$ cat src/hdl/bpc_pkg.sv
`timescale 1ns / 1ps
`default_nettype none
// ----------------------------------------------------------------------------
// bpc_pkg - shared types and constants of the button press classifier
// Event codes, configuration record, phase encoding and reset values.
// ----------------------------------------------------------------------------
package bpc_pkg;

	localparam int unsigned EVENT_W      = 3;
	localparam int unsigned DEBOUNCE_W   = 8;
	localparam int unsigned LONG_W       = 16;

	// button index of the reset button
	localparam logic [EVENT_W-1:0] RESET_BUTTON = 3'd2;

	// event codes besides the plain per-button press codes
	localparam logic [EVENT_W-1:0] EV_RESET_SHORT = 3'd2;
	localparam logic [EVENT_W-1:0] EV_RESET_LONG  = 3'd4;

	localparam logic [DEBOUNCE_W-1:0] DEBOUNCE_RESET = 8'd50;
	localparam logic [LONG_W-1:0]     LONG_RESET     = 16'd3000;

	typedef struct packed {
		logic [DEBOUNCE_W-1:0] debounce_ticks;
		logic [LONG_W-1:0]     long_press_ticks;
	} cfg_t;

	typedef struct packed {
		logic               valid;
		logic [EVENT_W-1:0] code;
	} result_t;

	typedef enum logic [2:0] {
		PH_IDLE     = 3'b001,
		PH_DEBOUNCE = 3'b010,
		PH_HELD     = 3'b100
	} phase_t;

endpackage

`default_nettype wire

$ cat src/hdl/bpc_apb_regs.sv
`timescale 1ns / 1ps
`default_nettype none
// ----------------------------------------------------------------------------
// bpc_apb_regs - configuration registers
// APB-style slave holding the debounce and long-press thresholds.
// ----------------------------------------------------------------------------
module bpc_apb_regs (
	input  wire logic          clk,
	input  wire logic          arst_n,
	input  wire logic          psel,
	input  wire logic          penable,
	input  wire logic          pwrite,
	input  wire logic [2:0]    paddr,
	input  wire logic [31:0]   pwdata,
	output logic      [31:0]   prdata,
	output logic               pready,
	output bpc_pkg::cfg_t      cfg
);

	// word select; byte offset bits are ignored
	localparam logic REG_DEBOUNCE = 1'b0;
	localparam logic REG_LONG     = 1'b1;

	logic [bpc_pkg::DEBOUNCE_W-1:0] debounce_q;
	logic [bpc_pkg::LONG_W-1:0]     long_q;
	logic                           wr_en;

	assign pready = 1'b1;
	assign wr_en  = psel & penable & pwrite & pready;

	always_ff @(posedge clk or negedge arst_n) begin
		if (!arst_n) begin
			debounce_q <= bpc_pkg::DEBOUNCE_RESET;
			long_q     <= bpc_pkg::LONG_RESET;
		end else if (wr_en) begin
			unique case (paddr[2])
				REG_DEBOUNCE: debounce_q <= pwdata[bpc_pkg::DEBOUNCE_W-1:0];
				REG_LONG:     long_q     <= pwdata[bpc_pkg::LONG_W-1:0];
				default:      ;
			endcase
		end
	end

	always_comb begin
		unique case (paddr[2])
			REG_DEBOUNCE: prdata = {{(32-bpc_pkg::DEBOUNCE_W){1'b0}}, debounce_q};
			REG_LONG:     prdata = {{(32-bpc_pkg::LONG_W){1'b0}}, long_q};
			default:      prdata = '0;
		endcase
	end

	assign cfg.debounce_ticks   = debounce_q;
	assign cfg.long_press_ticks = long_q;

endmodule

`default_nettype wire

$ cat src/hdl/bpc_classifier.sv
`timescale 1ns / 1ps
`default_nettype none
// ----------------------------------------------------------------------------
// bpc_classifier - edge capture, debounce and press classification
// One tick of button levels per step; state advances only when step is high.
// ----------------------------------------------------------------------------
module bpc_classifier #(
	parameter int unsigned NUM_BUTTONS = 4,
	parameter int unsigned COUNT_WIDTH = 16
) (
	input  wire logic                   clk,
	input  wire logic                   arst_n,
	input  wire logic                   step,
	input  wire logic [NUM_BUTTONS-1:0] levels,
	input  wire bpc_pkg::cfg_t          cfg,
	output bpc_pkg::result_t            res
);

	localparam int unsigned IDX_W = (NUM_BUTTONS > 1) ? $clog2(NUM_BUTTONS) : 1;
	localparam int unsigned CMP_W = (COUNT_WIDTH > bpc_pkg::LONG_W) ?
		COUNT_WIDTH : bpc_pkg::LONG_W;

	logic [NUM_BUTTONS-1:0] prev_q, pend_q, pend_d, pend_m, falling;
	bpc_pkg::phase_t        phase_q, phase_d;
	logic [IDX_W-1:0]       act_q, act_d, pick;
	logic [COUNT_WIDTH-1:0] cnt_q, cnt_d, cnt_inc;
	logic                   long_sent_q, long_sent_d;
	logic                   pressed, is_reset;
	logic [CMP_W-1:0]       cnt_ext, inc_ext, long_ext, deb_ext;

	assign falling  = prev_q & ~levels;
	assign pend_m   = pend_q | falling;
	assign pressed  = ~levels[act_q];
	assign is_reset = (bpc_pkg::EVENT_W'(act_q) == bpc_pkg::RESET_BUTTON);
	assign cnt_inc  = (cnt_q == '1) ? cnt_q : cnt_q + COUNT_WIDTH'(1);
	assign cnt_ext  = CMP_W'(cnt_q);
	assign inc_ext  = CMP_W'(cnt_inc);
	assign long_ext = CMP_W'(cfg.long_press_ticks);
	assign deb_ext  = CMP_W'(cfg.debounce_ticks);

	// lowest pending button wins
	always_comb begin
		pick = '0;
		for (int i = NUM_BUTTONS - 1; i >= 0; i--) begin
			if (pend_m[i]) pick = IDX_W'(i);
		end
	end

	always_comb begin
		phase_d     = phase_q;
		pend_d      = pend_m;
		act_d       = act_q;
		cnt_d       = cnt_q;
		long_sent_d = long_sent_q;
		res.valid   = 1'b0;
		res.code    = bpc_pkg::EVENT_W'(act_q);
		unique case (phase_q)
			bpc_pkg::PH_DEBOUNCE: begin
				if (cnt_ext < deb_ext) begin
					cnt_d = cnt_q + COUNT_WIDTH'(1);
				end else if (pressed) begin
					phase_d     = bpc_pkg::PH_HELD;
					cnt_d       = '0;
					long_sent_d = 1'b0;
				end else begin
					phase_d = bpc_pkg::PH_IDLE;
				end
			end
			bpc_pkg::PH_HELD: begin
				if (pressed) begin
					cnt_d = cnt_inc;
					if (is_reset && !long_sent_q && inc_ext >= long_ext) begin
						long_sent_d = 1'b1;
						res.valid   = 1'b1;
						res.code    = bpc_pkg::EV_RESET_LONG;
					end
				end else begin
					if (is_reset) begin
						res.valid = !long_sent_q && (cnt_ext < long_ext);
						res.code  = bpc_pkg::EV_RESET_SHORT;
					end else begin
						res.valid = 1'b1;
					end
					phase_d = bpc_pkg::PH_IDLE;
				end
			end
			default: begin
				// idle, and any stray code behaves as idle
				phase_d = bpc_pkg::PH_IDLE;
				if (pend_m != '0) begin
					pend_d  = pend_m & ~(NUM_BUTTONS'(1) << pick);
					act_d   = pick;
					cnt_d   = '0;
					phase_d = bpc_pkg::PH_DEBOUNCE;
				end
			end
		endcase
		if (!step) res.valid = 1'b0;
	end

	always_ff @(posedge clk or negedge arst_n) begin
		if (!arst_n) begin
			prev_q      <= '1;
			pend_q      <= '0;
			phase_q     <= bpc_pkg::PH_IDLE;
			act_q       <= '0;
			cnt_q       <= '0;
			long_sent_q <= 1'b0;
		end else if (step) begin
			prev_q      <= levels;
			pend_q      <= pend_d;
			phase_q     <= phase_d;
			act_q       <= act_d;
			cnt_q       <= cnt_d;
			long_sent_q <= long_sent_d;
		end
	end

endmodule

`default_nettype wire

$ cat src/hdl/button_press_classifier.sv
`timescale 1ns / 1ps
`default_nettype none
// A staged tick yields its event in the output register when the classifier steps on it.
// Throughput: one tick per cycle; the single classifier step sits between the input
// stage register and the output register; only a full, unread output register stalls it.
// Reset (arst_n low, asynchronous): stages empty, buttons seen as released, no pending
// presses, thresholds back to 50 debounce ticks and 3000 long-press ticks.
// ----------------------------------------------------------------------------
// button_press_classifier - debounced short/long button press events
// Stream of active-low button samples in, stream of press event codes out,
// APB-style port for the two thresholds.
// ----------------------------------------------------------------------------
module button_press_classifier #(
	parameter int unsigned NUM_BUTTONS = 4,
	parameter int unsigned COUNT_WIDTH = 16
) (
	input  wire logic         clk,
	input  wire logic         arst_n,
	// input sample stream
	input  wire logic         s_axis_tvalid,
	output logic              s_axis_tready,
	input  wire logic [((NUM_BUTTONS+7)/8)*8-1:0] s_axis_tdata, // [NUM_BUTTONS-1:0] button_levels
	// event stream
	output logic              m_axis_tvalid,
	input  wire logic         m_axis_tready,
	output logic [7:0]        m_axis_tdata,  // [2:0] event_code
	// configuration
	input  wire logic         psel,
	input  wire logic         penable,
	input  wire logic         pwrite,
	input  wire logic [2:0]   paddr,
	input  wire logic [31:0]  pwdata,
	output logic      [31:0]  prdata,
	output logic              pready
);

	bpc_pkg::cfg_t          cfg;
	bpc_pkg::result_t       res;

	// input stage
	logic                   valid_s1;
	logic [NUM_BUTTONS-1:0] levels_s1;

	// output register
	logic                   out_valid_q;
	logic [bpc_pkg::EVENT_W-1:0] out_code_q;

	// the classifier steps when the staged tick can land somewhere
	logic                   advance;

	assign advance       = valid_s1 && (!out_valid_q || m_axis_tready);
	assign s_axis_tready = !valid_s1 || advance;

	always_ff @(posedge clk or negedge arst_n) begin
		if (!arst_n) begin
			valid_s1 <= 1'b0;
		end else if (s_axis_tready) begin
			valid_s1 <= s_axis_tvalid;
		end
	end

	always_ff @(posedge clk) begin
		if (s_axis_tready && s_axis_tvalid) begin
			levels_s1 <= s_axis_tdata[NUM_BUTTONS-1:0];
		end
	end

	bpc_apb_regs u_regs (
		.clk     (clk),
		.arst_n  (arst_n),
		.psel    (psel),
		.penable (penable),
		.pwrite  (pwrite),
		.paddr   (paddr),
		.pwdata  (pwdata),
		.prdata  (prdata),
		.pready  (pready),
		.cfg     (cfg)
	);

	bpc_classifier #(
		.NUM_BUTTONS (NUM_BUTTONS),
		.COUNT_WIDTH (COUNT_WIDTH)
	) u_classifier (
		.clk    (clk),
		.arst_n (arst_n),
		.step   (advance),
		.levels (levels_s1),
		.cfg    (cfg),
		.res    (res)
	);

	// a tick that causes no event still retires; the register then just drains
	always_ff @(posedge clk or negedge arst_n) begin
		if (!arst_n) begin
			out_valid_q <= 1'b0;
		end else if (advance) begin
			out_valid_q <= res.valid;
		end else if (m_axis_tready) begin
			out_valid_q <= 1'b0;
		end
	end

	always_ff @(posedge clk) begin
		if (advance && res.valid) begin
			out_code_q <= res.code;
		end
	end

	assign m_axis_tvalid = out_valid_q;
	assign m_axis_tdata  = {{(8-bpc_pkg::EVENT_W){1'b0}}, out_code_q};

	// staged tick holds while the output side is blocked
	a_stage_hold: assert property (@(posedge clk) disable iff (!arst_n)
		valid_s1 && !advance |=> valid_s1 && $stable(levels_s1))
		else $error("staged tick lost or changed while stalled");

	// no event appears without a classifier step
	a_no_spurious: assert property (@(posedge clk) disable iff (!arst_n)
		!advance && !out_valid_q |=> !out_valid_q)
		else $error("event raised without a processed tick");

	// a taken event is not repeated when the next tick has no event
	a_no_repeat: assert property (@(posedge clk) disable iff (!arst_n)
		out_valid_q && m_axis_tready && !(advance && res.valid) |=> !out_valid_q)
		else $error("event transaction repeated");

endmodule

`default_nettype wire
$ cat config.mk
export PLATFORM = sky130hd
export DESIGN_NAME = button_press_classifier
export DESIGN_NICKNAME = d
export VERILOG_FILES = /design/src/hdl/bpc_pkg.sv /design/src/hdl/bpc_apb_regs.sv /design/src/hdl/bpc_classifier.sv /design/src/hdl/button_press_classifier.sv
export SDC_FILE = /design/constraint.sdc
export NUM_CORES = 1
export LEC_CHECK = 0
export BUFFER_PORTS_ARGS = -buffer_cell sky130_fd_sc_hd__buf_4
export CAP_MARGIN = 20
export CORE_UTILIZATION = 60
export DETAILED_ROUTE_END_ITERATION = 8
export GPL_ROUTABILITY_DRIVEN = 0
export PLACE_DENSITY = 0.92
export REMOVE_ABC_BUFFERS = 1
export SETUP_SLACK_MARGIN = 0.1
export SKIP_LAST_GASP = 1
export SYNTH_ARGS = -nofsm -noshare
export SYNTH_HDL_FRONTEND = slang
export SYNTH_SLANG_ARGS = --single-unit
$ cat constraint.sdc
create_clock -name clk -period 10.7 [get_ports clk]
set_input_delay 1.605 -clock clk [delete_from_list [all_inputs] [get_ports clk]]
set_output_delay 1.605 -clock clk [all_outputs]
set_load 0.02 [all_outputs]
==> summary.txt <==
Outcome
  – Run status: finished clean

Floorplan
  – Die W: 88.3 um
  – Core area: 0.00721 sq mm
  – Initial Util: 61.9%
  – Die Ht: 88.3 um
  – Row cnt: 31
  – Die area: 0.00779 sq mm
  – # IOs: 93

Synth
  – Compound-Gate Fraction of Synth Area: 14.8%
  – Syn Std Cell Area: 0.00447 sq mm
  – Synth Area in XOR/XNOR: 2.35%
  – Post-synthesis sequential area ratio: 36.5%
  – Most frequent cells after synthesis: nand2_1, dfrtp_1, ha_1
  – Largest family of logic cells by synthesized area: simple AND/OR/NAND/NOR gates
  – Post-synthesis cell type count: 64
  – Mapped Cells: 470
  – Top_reg_cell synth: dfrtp_1
  – Area leader, netlist: dfrtp_1
  – Synth Area in Adders: 10.9%
  – Mean Syn Cell Area: 9.50 sq um
  – Asr flop ratio synth: 88.9%
  – Multiplexer area fraction after synthesis: 8.21%
  – EDFF count, synth: 7
  – Most numerous cell in the Yosys netlist: nand2_1
  – Area share of the largest cell type after synthesis: 23.0%
  – Synth area leaders: dfrtp_1, ha_1, dfstp_2
  – Simple-gate share of the synthesized area: 18.7%
  – Synth warn: 0
  – Synth Register Bits: 63

Worst setup path
  – CP required: 10.77 ns
  – Worst Path Arrival: 4.62 ns
  – Crit path from: u_classifier.cnt_ext[0]
  – Endpoint class of the critical path: flop
  – CP Cell Sequence: ha_1 -> nand3_2 -> nor4_4 -> nand2_1 -> xnor2_1 -> ha_1 -> nand2b_1 -> a2111oi_0 -> o311ai_0 -> a211o_1 -> a311oi_1 -> nor3_1
  – WS Path Type: flop to flop
  – Flop-to-flop setup slack: 6.15 ns
  – Worst path max stage delay: 0.51 ns
  – End point of the critical path: out_code_q[2]
  – Worst-path fanout max: 16
  – Setup crit start kind: flop
  – Critical path's slowest cell: dfrtp_1
  – Most frequent CP cell: ha_1
  – Register-to-Register Path Depth: 12
  – R2R Path Start: u_classifier.cnt_ext[0]
  – Worst R2R End: out_code_q[2]

Run
  – Max cap viols: 0

Drt
  – Routed length per instance: 17.9 um
  – Residual DRC count: 0
  – TritonRoute pass-1 iters: 5
  – Antenna-violating nets left: 0
  – Initial DRC count: 430
  – Total Wirelength: 11000 um
  – Via/cell ratio: 6.22
  – Vias: 3822

Clocking
  – Post-CTS Hold Fix Bufs: 0
  – CTS H-tree depth: 3
  – Post-cts sizing count: 0
  – Clock sinks: 63
  – Clk slew on worst S/H paths: 0.08 ns
  – Setup bufs post-CTS: 0
  – Worst-skew pair later-pin latency: 0.35 ns
  – Num CTS Buffers: 9
  – TritonCTS clock tree: yes
  – Clock Tree Buf Depth: 2
  – CTS root buffer: clkbuf_8

Timing
  – Final Setup Violations: 0
  – Setup TNS Final: 0 ns
  – Max-slew violation count: 0
  – Worst Tran Pin Value: 0.903 ns
  – Post-layout min period: 4.55 ns
  – RSZ-0062 raised after global routing: false
  – Layout Skew: 0.00614 ns
  – Final period util: 42.6%
  – Fmax achieved: 220 MHz
  – Slew headroom: 39.6%
  – Final Hold Viols: 0

Layout
  – Diode count: 0
  – Final-layout fill cell count: 500
  – Layout cell share with drive strength beyond 1: 23.9%
  – Layout area overhead: 11.3%
  – Layout Nets: 599

Placed design
  – DP HPWL: 7850 um
  – # port buffers: 48

Power and ir drop
  – Final Power: 0.916 mW
  – Peak VDD IR: 0.110 mV
  – Leakage: 2.41 nW
  – PwrDens: 184 mW/mm^2

Global route
  – First-pass GRT wire length: 17800 um
  – Global-route usage over all layers: 30.2%
  – Total gr overflow: 0
  – Largest net degree at the start of global routing: 57
  – Number of global-route vias before repair: 3840
  – Initial antenna violation count: 0

Worst hold path
  – Hold Crit Class: flop to flop
report_power, final:
| group | switching, mW | internal, mW | leakage, nW | total [mW] |
|---|---|---|---|---|
| logic | 0.209 | 0.143 | 1.56 | 0.352 |
| clock network | 0.104 | 0.108 | 0.0992 | 0.211 |
| registers | 0.0534 | 0.299 | 0.750 | 0.353 |
routing by layer:
metal / GRT usage, % / vias up / wire, um / part of all wire [%]
met3: 7.09 / 48 / 739 / 6.7
met2: 51.1 / 205 / 5550 / 51
met1: 35.7 / 1851 / 4290 / 39
met5: 0 / - / 0 / 0
met4: 16.3 / 0 / 376 / 3.4
li1: - / 1718 / - / -
critical path, delay by kind of cell (launching register included):
family | cells | cell delay, ns
AO/OA/AOI/OAI | 4 | 1.57
adder cells (fa/ha/maj) | 2 | 0.58
XOR/XNOR | 1 | 0.28
flip-flops | 1 | 0.51
AND/OR/NAND/NOR | 5 | 1.31
cells in the final DEF (no fill, tap or decap), drive strengths merged, types with 22 or more instances in the layout:
cell type | synthesis | routed
a21oi | 22 | 22
buf | 30 | 48
conb | 2 | 22
dfrtp | 41 | 41
ha | 39 | 39
inv | 30 | 30
mux2 | 29 | 29
nand2 | 52 | 52
nor2 | 23 | 23
o21ai | 23 | 23
cell families (layout without fill, tap and decap cells):
family / Yosys count / in the layout
xor gates and xnor gates: 12 / 12
DFF: 63 / 63
and+or+nand+nor: 155 / 155
adders and majority gates: 39 / 39
AOI/OAI and AO/OA: 98 / 98
muxes: 31 / 31
buffers and inverters: 70 / 95
other: 2 / 22
layout make-up:
| type | count | area [sq um] | share of cell area, % |
|---|---|---|---|
| Timing Repair Buffer | 49 | 368 | 7.40 |
| Inverter | 30 | 113 | 2.27 |
| Clock buffer | 9 | 124 | 2.49 |
| Clock inverter | 7 | 73.8 | 1.49 |
| Multi-Input combinational cell | 357 | 2540 | 51.1 |
| Tap cell | 99 | 124 | 2.49 |
| Sequential cell | 63 | 1630 | 32.8 |
sequential cells by signal, indices dropped and copies added (netlist names), 2 cells and up:
| register | flops |
|---|---|
| u_classifier.cnt_ext | 16 |
| u_regs.long_q | 16 |
| u_regs.debounce_q | 8 |
| levels_s1 | 4 |
| u_classifier.pend_q | 4 |
| u_classifier.prev_q | 4 |
| out_code_q | 3 |
| u_classifier.phase_q | 3 |
| u_classifier.act_q | 2 |
per-stage QoR:
| step | instances | worst slack (ns) | util, % | hold slack (ns) | instance area (sq um) |
|---|---|---|---|---|---|
| 6_report | 614 | 6.15 | 68.9 | 0.470 | 4970 |
| 5_1_grt | 614 | 6.01 | 68.9 | 0.488 | 4970 |
| 4_1_cts | 613 | 6.25 | 68.8 | 0.471 | 4960 |
| 3_5_place_dp | 597 | 6.33 | 66.0 | 0.460 | 4760 |
| 3_3_place_gp | 597 | 6.40 | 66.0 | 0.445 | 4760 |
| 2_1_floorplan | 450 | 7.01 | - | 0.436 | 4280 |
worst min path at each step:
stage                           startpoint                endpoint  slack, ns  depth (start not counted)
floorplan           u_classifier.prev_q[0]  u_classifier.prev_q[0]       0.44                          2
global placement    u_classifier.prev_q[2]  u_classifier.prev_q[2]       0.44                          2
detailed placement  u_classifier.prev_q[1]  u_classifier.prev_q[1]       0.46                          2
CTS                 u_classifier.prev_q[1]  u_classifier.prev_q[1]       0.47                          2
global route        u_classifier.prev_q[1]  u_classifier.prev_q[1]       0.49                          2
finish              u_classifier.prev_q[1]  u_classifier.prev_q[1]       0.47                          2
Power figures use the tool's default switching activity.
